==> config.mk <==
export PLATFORM = sky130hd
export DESIGN_NAME = mbrw_core_flat
export DESIGN_NICKNAME = d
export VERILOG_FILES = /design/src/design/mbrw_pkg.sv /design/src/design/mbrw_in_if.sv /design/src/design/mbrw_core.sv /design/src/flat_wrapper.sv
export SDC_FILE = /design/constraint.sdc
export NUM_CORES = 1
export LEC_CHECK = 0
export BUFFER_PORTS_ARGS = -buffer_cell sky130_fd_sc_hd__buf_2
export CAP_MARGIN = 20
export CORE_AREA = 2 2 154 156
export CTS_CLUSTER_DIAMETER = 120
export DETAILED_ROUTE_END_ITERATION = 16
export DIE_AREA = 0 0 156 158
export GPL_TIMING_DRIVEN = 0
export MAX_ROUTING_LAYER = met4
export PLACE_DENSITY = 0.84
export SKIP_CTS_REPAIR_TIMING = 1
export SLEW_MARGIN = 30
export SYNTH_ARGS = -nofsm -noshare
export SYNTH_HDL_FRONTEND = slang
export SYNTH_SLANG_ARGS = --single-unit
==> constraint.sdc <==
create_clock -name clk_i -period 7.82 [get_ports clk_i]
set_input_delay 0 -clock clk_i [delete_from_list [all_inputs] [get_ports clk_i]]
set_output_delay 0 -clock clk_i [all_outputs]
set_load 0.03 [all_outputs]
==> src/design/mbrw_pkg.sv <==
// Package: widths, item kinds and shared types of the bit reader/writer.
package mbrw_pkg;

  localparam int BUFFER_DEPTH = 4096;
  localparam int MAX_BITS     = 32;

  localparam int KIND_W    = 3;
  localparam int CNT_W     = 6;
  localparam int VALUE_W   = 32;
  localparam int BADDR_W   = 12;
  localparam int BYTE_W    = 8;
  localparam int LEN_W     = 13;
  localparam int HELD_W    = $clog2(BYTE_W + 1);
  localparam int ADDR_W    = $clog2(BUFFER_DEPTH);
  localparam int PTR_W     = $clog2(BUFFER_DEPTH + 1);

  localparam logic [KIND_W-1:0] KIND_RESTART = 3'd0;
  localparam logic [KIND_W-1:0] KIND_READ    = 3'd1;
  localparam logic [KIND_W-1:0] KIND_WRITE   = 3'd2;
  localparam logic [KIND_W-1:0] KIND_FLUSH   = 3'd3;
  localparam logic [KIND_W-1:0] KIND_LOAD    = 3'd4;
  localparam logic [KIND_W-1:0] KIND_FETCH   = 3'd5;

  typedef struct packed {
    logic              we;
    logic [ADDR_W-1:0] addr;
    logic [BYTE_W-1:0] wdata;
  } ram_req_t;

  typedef struct packed {
    logic [VALUE_W-1:0] read_value;
    logic               status;
  } result_t;

endpackage

==> src/design/mbrw_in_if.sv <==
// Input word channel: item kind and operands.
interface mbrw_in_if;
  logic                          valid;
  logic                          ready;
  logic [mbrw_pkg::KIND_W-1:0]   kind;
  logic [mbrw_pkg::CNT_W-1:0]    bit_count;
  logic [mbrw_pkg::VALUE_W-1:0]  write_value;
  logic [mbrw_pkg::BADDR_W-1:0]  byte_address;
  logic [mbrw_pkg::BYTE_W-1:0]   byte_data;

  modport source (output valid, kind, bit_count, write_value, byte_address, byte_data,
                  input ready);
  modport sink   (input valid, kind, bit_count, write_value, byte_address, byte_data,
                  output ready);
endinterface

==> src/design/mbrw_core.sv <==
// Sequencer: cursor state, bit packing and unpacking, byte store access.
module mbrw_core (
  input  logic                        clk_i,
  input  logic                        rst_ni,
  mbrw_in_if.sink                     in_i,
  input  logic [mbrw_pkg::LEN_W-1:0]  len_i,
  output mbrw_pkg::ram_req_t          ram_req_o,
  input  logic [mbrw_pkg::BYTE_W-1:0] ram_rdata_i,
  output logic                        res_valid_o,
  input  logic                        res_ready_i,
  output mbrw_pkg::result_t           res_o
);

  localparam int PTR_W   = mbrw_pkg::PTR_W;
  localparam int HELD_W  = mbrw_pkg::HELD_W;
  localparam int CNT_W   = mbrw_pkg::CNT_W;
  localparam int BYTE_W  = mbrw_pkg::BYTE_W;
  localparam int VALUE_W = mbrw_pkg::VALUE_W;
  localparam int ADDR_W  = mbrw_pkg::ADDR_W;

  localparam logic [2:0] ST_IDLE  = 3'd0;
  localparam logic [2:0] ST_READ  = 3'd1;
  localparam logic [2:0] ST_WRITE = 3'd2;
  localparam logic [2:0] ST_FETCH = 3'd3;
  localparam logic [2:0] ST_EMIT  = 3'd4;

  logic [2:0]         state_q, state_d;
  logic [PTR_W-1:0]   ptr_q, ptr_d;
  logic [HELD_W-1:0]  held_q, held_d;
  logic [BYTE_W-1:0]  cache_q, cache_d;
  logic [CNT_W-1:0]   left_q, left_d;
  logic [VALUE_W-1:0] acc_q, acc_d;
  logic [VALUE_W-1:0] wv_q, wv_d;
  logic               fetched_q, fetched_d;
  mbrw_pkg::result_t  res_q, res_d;

  logic               take_in;
  logic [PTR_W-1:0]   ulen;
  logic [CNT_W-1:0]   cnt;
  logic               addr_ok;
  logic [BYTE_W-1:0]  src;
  logic [HELD_W-1:0]  h;
  logic [HELD_W-1:0]  take;
  logic [HELD_W-1:0]  rem;
  logic [HELD_W-1:0]  room;
  logic [BYTE_W:0]    one_sh;
  logic [BYTE_W-1:0]  chunk;
  logic [BYTE_W-1:0]  cache_n;
  logic [HELD_W-1:0]  held_n;
  logic [CNT_W-1:0]   left_n;
  logic [VALUE_W-1:0] acc_n;

  assign in_i.ready  = (state_q == ST_IDLE) || ((state_q == ST_EMIT) && res_ready_i);
  assign take_in     = in_i.valid && in_i.ready;
  assign res_valid_o = (state_q == ST_EMIT);
  assign res_o       = res_q;

  always_comb begin
    if (32'(len_i) > mbrw_pkg::BUFFER_DEPTH) begin
      ulen = PTR_W'(mbrw_pkg::BUFFER_DEPTH);
    end else begin
      ulen = PTR_W'(len_i);
    end
    if (32'(in_i.bit_count) > mbrw_pkg::MAX_BITS) begin
      cnt = CNT_W'(mbrw_pkg::MAX_BITS);
    end else begin
      cnt = in_i.bit_count;
    end
    addr_ok = 32'(in_i.byte_address) < mbrw_pkg::BUFFER_DEPTH;
  end

  // read and write step: up to one byte of bits per cycle
  always_comb begin
    src    = fetched_q ? ram_rdata_i : cache_q;
    h      = fetched_q ? HELD_W'(BYTE_W) : held_q;
    room   = HELD_W'(BYTE_W) - held_q;
    take   = '0;
    rem    = '0;
    one_sh = '0;
    chunk  = '0;
    acc_n  = acc_q;
    if (state_q == ST_WRITE) begin
      if (CNT_W'(room) < left_q) begin
        take = room;
      end else begin
        take = left_q[HELD_W-1:0];
      end
      chunk   = wv_q[VALUE_W-1 -: BYTE_W] >> (HELD_W'(BYTE_W) - take);
      cache_n = cache_q | BYTE_W'(chunk << (room - take));
      held_n  = held_q + take;
    end else begin
      if (CNT_W'(h) < left_q) begin
        take = h;
      end else begin
        take = left_q[HELD_W-1:0];
      end
      rem     = h - take;
      one_sh  = (BYTE_W+1)'(1) << rem;
      cache_n = src & BYTE_W'(one_sh - (BYTE_W+1)'(1));
      held_n  = rem;
      if (take != '0) begin
        acc_n = (acc_q << take) | VALUE_W'(src >> rem);
      end
    end
    left_n = left_q - CNT_W'(take);
  end

  always_comb begin
    state_d   = state_q;
    ptr_d     = ptr_q;
    held_d    = held_q;
    cache_d   = cache_q;
    left_d    = left_q;
    acc_d     = acc_q;
    wv_d      = wv_q;
    fetched_d = 1'b0;
    res_d     = res_q;
    ram_req_o = '0;

    unique case (state_q)
      ST_IDLE: begin
      end
      ST_READ: begin
        acc_d   = acc_n;
        left_d  = left_n;
        held_d  = held_n;
        cache_d = cache_n;
        if (left_n == '0) begin
          res_d.read_value = acc_n;
          res_d.status     = 1'b0;
          state_d          = ST_EMIT;
        end else if (ptr_q >= ulen) begin
          res_d   = '0;
          res_d.status = 1'b1;
          state_d = ST_EMIT;
        end else begin
          ram_req_o.addr = ptr_q[ADDR_W-1:0];
          ptr_d          = ptr_q + PTR_W'(1);
          fetched_d      = 1'b1;
        end
      end
      ST_WRITE: begin
        left_d = left_n;
        wv_d   = wv_q << take;
        if (held_n == HELD_W'(BYTE_W)) begin
          held_d  = '0;
          cache_d = '0;
          if (ptr_q < ulen) begin
            ram_req_o.we    = 1'b1;
            ram_req_o.addr  = ptr_q[ADDR_W-1:0];
            ram_req_o.wdata = cache_n;
            ptr_d           = ptr_q + PTR_W'(1);
            if (left_n == '0) begin
              state_d = ST_EMIT;
            end
          end else begin
            res_d.status = 1'b1;
            state_d      = ST_EMIT;
          end
        end else begin
          held_d  = held_n;
          cache_d = cache_n;
          if (left_n == '0) begin
            state_d = ST_EMIT;
          end
        end
      end
      ST_FETCH: begin
        res_d.read_value = VALUE_W'(ram_rdata_i);
        res_d.status     = 1'b0;
        state_d          = ST_EMIT;
      end
      ST_EMIT: begin
        if (res_ready_i) begin
          state_d = ST_IDLE;
        end
      end
      default: begin
        state_d = ST_IDLE;
      end
    endcase

    // dispatch a new word
    if (take_in) begin
      res_d   = '0;
      state_d = ST_EMIT;
      unique case (in_i.kind)
        mbrw_pkg::KIND_RESTART: begin
          ptr_d   = '0;
          held_d  = '0;
          cache_d = '0;
        end
        mbrw_pkg::KIND_READ: begin
          left_d  = cnt;
          acc_d   = '0;
          if (cnt != '0) begin
            state_d = ST_READ;
          end
        end
        mbrw_pkg::KIND_WRITE: begin
          left_d = cnt;
          if (cnt == '0) begin
            wv_d = '0;
          end else begin
            wv_d    = in_i.write_value << (CNT_W'(VALUE_W) - cnt);
            state_d = ST_WRITE;
          end
        end
        mbrw_pkg::KIND_FLUSH: begin
          if (ptr_q < ulen) begin
            ram_req_o.we    = 1'b1;
            ram_req_o.addr  = ptr_q[ADDR_W-1:0];
            ram_req_o.wdata = cache_q;
          end else begin
            res_d.status = 1'b1;
          end
        end
        mbrw_pkg::KIND_LOAD: begin
          if (addr_ok) begin
            ram_req_o.we    = 1'b1;
            ram_req_o.addr  = ADDR_W'(in_i.byte_address);
            ram_req_o.wdata = in_i.byte_data;
          end else begin
            res_d.status = 1'b1;
          end
        end
        mbrw_pkg::KIND_FETCH: begin
          if (addr_ok) begin
            ram_req_o.addr = ADDR_W'(in_i.byte_address);
            state_d        = ST_FETCH;
          end else begin
            res_d.status = 1'b1;
          end
        end
        default: begin
        end
      endcase
    end
  end

  always_ff @(posedge clk_i or negedge rst_ni) begin
    if (!rst_ni) begin
      state_q   <= ST_IDLE;
      ptr_q     <= '0;
      held_q    <= '0;
      cache_q   <= '0;
      left_q    <= '0;
      fetched_q <= 1'b0;
    end else begin
      state_q   <= state_d;
      ptr_q     <= ptr_d;
      held_q    <= held_d;
      cache_q   <= cache_d;
      left_q    <= left_d;
      fetched_q <= fetched_d;
    end
  end

  always_ff @(posedge clk_i) begin
    acc_q <= acc_d;
    wv_q  <= wv_d;
    res_q <= res_d;
  end

endmodule

==> src/flat_wrapper.sv <==
// flat-port wrapper written by rule: the top's interface ports become plain ports
module mbrw_core_flat 
  (clk_i, rst_ni, len_i, ram_req_o, ram_rdata_i, res_valid_o, res_ready_i, res_o, in_i_valid, in_i_kind, in_i_bit_count, in_i_write_value, in_i_byte_address, in_i_byte_data, in_i_ready);
  mbrw_in_if in_i_i ();
  input  logic clk_i;
  input  logic rst_ni;
  input  logic [mbrw_pkg::LEN_W-1:0] len_i;
  output mbrw_pkg::ram_req_t ram_req_o;
  input  logic [mbrw_pkg::BYTE_W-1:0] ram_rdata_i;
  output logic res_valid_o;
  input  logic res_ready_i;
  output mbrw_pkg::result_t res_o;
  input wire logic [$bits(in_i_i.valid)-1:0] in_i_valid;
  input wire logic [$bits(in_i_i.kind)-1:0] in_i_kind;
  input wire logic [$bits(in_i_i.bit_count)-1:0] in_i_bit_count;
  input wire logic [$bits(in_i_i.write_value)-1:0] in_i_write_value;
  input wire logic [$bits(in_i_i.byte_address)-1:0] in_i_byte_address;
  input wire logic [$bits(in_i_i.byte_data)-1:0] in_i_byte_data;
  output wire logic [$bits(in_i_i.ready)-1:0] in_i_ready;
  assign in_i_i.valid = in_i_valid;
  assign in_i_i.kind = in_i_kind;
  assign in_i_i.bit_count = in_i_bit_count;
  assign in_i_i.write_value = in_i_write_value;
  assign in_i_i.byte_address = in_i_byte_address;
  assign in_i_i.byte_data = in_i_byte_data;
  assign in_i_ready = in_i_i.ready;
  mbrw_core u_core (.clk_i(clk_i), .rst_ni(rst_ni), .in_i(in_i_i), .len_i(len_i), .ram_req_o(ram_req_o), .ram_rdata_i(ram_rdata_i), .res_valid_o(res_valid_o), .res_ready_i(res_ready_i), .res_o(res_o));
endmodule
==> impl.org <==
** Final layout
- Final layout net count :: approximately 1900
- The filler cells instantiated in the layout total 2108.
- Of the cells placed in the final design, the portion with a size suffix greater than 1 is between 10 and 15%.
- Count of antenna diodes in the layout :: 0
- After routing the design area is 14300 µm².
- Relative to the synthesized area, the layout overhead comes to 14.3%.

** Floorplanning
- Once the floorplan was initialized, standard cells occupied a little over half of the core.
- Die Outline Area :: about 25000 µm²
- The floorplan step set the die width to 156 µm.
- Standard cell core area :: 23100 µm²
- Y dimension of the die :: approximately 160 µm
- Count of boundary I/O pins :: 142
- Row count :: 56

** Global route
- Number of global-route vias before repair :: 13100
- Entering global routing, the biggest net connects 36 pins.
- Number of antenna violations at the first check in global routing :: 0
- Global routing used 38.3% of the available tracks.
- First-pass GRT wire length :: ~72000 µm
- Summed over all layers, the global routing overflow is 0.

** Routing
- The first detailed-routing pass ran for 6 iterations.
- Across all layers, the routed design uses between 10000 and 15000 vias.
- Total detailed-routing wirelength :: ~47000 µm
- Vias/cell :: 6.72
- The count of nets left with antenna violations once routing finished came out at 0.
- After the first detailed-routing iteration, the DRC count stood at between 1000 and 1500.
- In the routed design, unresolved DRC markers number 0.
- Wire per inst :: roughly 22 µm

** Timing
- Pins Over Slew Limit :: 0
- Highest clock rate :: 0.135 GHz
- Setup violations remaining at the end of the flow were counted as 0.
- In this run the tightest slew margin relative to its limit is about two fifths.
- The final critical path takes up a little over nine tenths of the cycle.
- Setup repair after global routing left no endpoint under its margin.
- Total Negative Setup Slacks :: 0 ps
- For the final database, setup skew stands at between 10 and 15 ps.
- Final number of hold-violating endpoints :: 2
- Post-route setup slack :: 405 ps
- Transition time of the tightest slew-check pin :: ~900 ps
- Final hold slack :: -29.3 ps
- Final Critical Period :: approximately 7400 ps

** Logic synthesis
- For this run, the number of Yosys warnings is 0.
- Synthesized instance count :: 1607
- Counting flops and latches in the post-synthesis netlist gives 132.
- Cell type with the largest total area after synthesis :: mux2i_1
- Leading post-synthesis cells by cell area :: mux2i_1 (17%), dfxtp_1 (15%), dfrtp_1 (7.0%), o21ai_0 (5.7%), nand2_1 (5.0%)
- Cell area after synthesis :: about 12000 µm²
- The number of nets handed over by synthesis was ~1700.
- Dominant cell by count in the synthesized netlist :: mux2i_1
- The netlist uses a little over 80 different library cells.
- The share of synthesized area in the top cell type comes to between 15 and 20%.
- Sequential cells were found to cover between 20% and 30% of the synthesized design area.
- Share of flip-flops with an asynchronous set or reset after synthesis :: between 20% and 30%
- Count of flip-flops with a built-in enable after synthesis :: 1
- A synthesized cell averages between 7 and 8 µm².
- In the synthesized netlist the dominant register cell turns out to be dfxtp_1.
- By count the netlist is led by mux2i_1 (211), nand2_1 (167), o21ai_0 (142), nor2_1 (127), dfxtp_1 (96).

** Worst setup path
- The worst setup path is launched from a flip-flop.
- Together, buffers and inverters on the worst path number 10.
- The worst setup path is of the flip-flop to output port kind.
- R2r setup slk :: approximately 540 ps
- Crit. End Element :: output port
- STA puts the critical path data arrival time at around 7400 ps.
- Along the worst path, the maximum fanout reaches 10.
- Among all stages on the critical path, the largest delay is contributed by buf_1.
- For the worst setup path, the data required time is approximately 8000 ps.
- Dominant delay contributor by cell family on the critical path :: buffers and inverters
- CP max stage delay :: 540 ps

** Clock network
- Root cell of the clock tree :: clkbuf_16
- Clock latency of the later-clocked register in the worst-skew pair :: 440 ps
- Buffer depth of the longest clock path :: 2
- Sink count of the clock tree :: around 130
- After clock tree synthesis, the clock-pin slew on the worst setup and hold paths is ~60 ps.
- In this run, CTS created clock tree buffers numbering 17.
- CTS tree :: done
- H-tree levels :: 4

** Run status
- The flow ran to the end, but the final reports show violations.
- The checks that failed: hold timing.

** Placed design
- Input and output buffers added on the ports amount to between 100 and 150.
- Routability-driven placement finished with a final weighted congestion of 1.02.
- Once detailed placement completed, the half-perimeter wirelength came to between 30000 and 40000 µm.
- After detailed placement, the total cell area comes to ~14000 µm².
- Post-placement worst setup slack :: 342 ps

** Worst hold path
- The tightest min-delay check is of the primary input to flip-flop type.

** Run
- Maximum capacitance violations :: 0
-- final timing paths --
kind	cells past startpoint	start	end
max reg2reg	25	u_core.left_q[1]	u_core.res_o[14]
max in group asynchronous	2	rst_ni	u_core.held_q[0]
min reg2reg	2	u_core.res_o[9]	u_core.res_o[9]
max	28	u_core.fetched_q	ram_req_o[5]
min in group asynchronous	2	rst_ni	u_core.left_q[4]
min	4	ram_rdata_i[4]	u_core.res_o[5]
-- registers in the layout (all words and copies together) (netlist names) --
| register | cells |
|---|---|
| u_core.wv_q | 32 |
| u_core.acc_q | 32 |
| u_core.cache_q | 8 |
| u_core.left_q | 6 |
| u_core.ptr_q | 13 |
| u_core.held_q | 4 |
| u_core.state_q | 3 |
| u_core.res_o | 33 |
| u_core.fetched_q | 1 |
-- metal layers --
metal  vias up  GRT usage (%)  share of wire, %
met3       161           6.27               8.2
met1      6642           47.3                41
met2       788           61.8                46
li1       6404              -                 -
met4         0           17.3               4.9
met5         -              -                 0
-- worst register-to-register path: stages (launching register included) --
cell,delay [ps]
dfrtp_1,350
clkbuf_1,440
clkinv_1,520
ha_1,410
or3b_4,440
nand3_1,90
and3_1,220
clkbuf_1,460
nor2_1,80
a21o_1,180
clkbuf_1,260
inv_1,160
buf_2,260
buf_2,300
ha_1,320
o21a_1,140
or3_1,360
nor3_1,260
o311a_1,290
nor2_1,90
nand2_1,180
inv_1,90
nor2_1,370
nor2_2,190
clkbuf_1,300
a221o_1,410
-- kinds of logic (layout without fill, tap and decap cells) --
family / count (synthesis) / count (layout) / share of synthesized area (%)
buf+inv: 151 / 337 / 4.92
compound gates: 521 / 521 / 27.8
flops: 132 / 132 / 22.6
mux: 245 / 245 / 20.5
xor+xnor: 30 / 30 / 2.10
simple gates: 491 / 491 / 18.1
fa+ha+maj: 37 / 37 / 3.83
-- layout make-up --
cell class	instances	area, µm²	area share [%]
multi-input cells	1324	9070	63.6
flip-flops and latches	132	2830	19.8
repair buffers	154	836	5.86
plain buffers	112	467	3.27
clock buffers	18	429	3.01
well taps	290	363	2.54
inverters	39	149	1.04
clock inverters	14	128	0.894
-- per-stage QoR --
step                      util [%]  instances
after floorplan                  -       1607
after global placement        58.8       2038
after detailed placement      58.8       2038
after CTS                     61.2       2070
after global routing          61.9       2083
final                         61.9       2083
-- layout by cell type (no fill, tap or decap), types with 35 or more instances in the layout --
cell type  instances
dfxtp_1           96
nor2_1           126
dfrtp_1           35
nor3_1            35
mux2i_1          211
nand2_1          167
buf_2            162
o21ai_0          142
inv_1             36
ha_1              35
nand3_1           56
a21oi_1           87
clkbuf_1          72
Power is left out: the tool's default activity adds up to more than one toggle a clock period on the data nets, which glitch-free logic cannot reach.
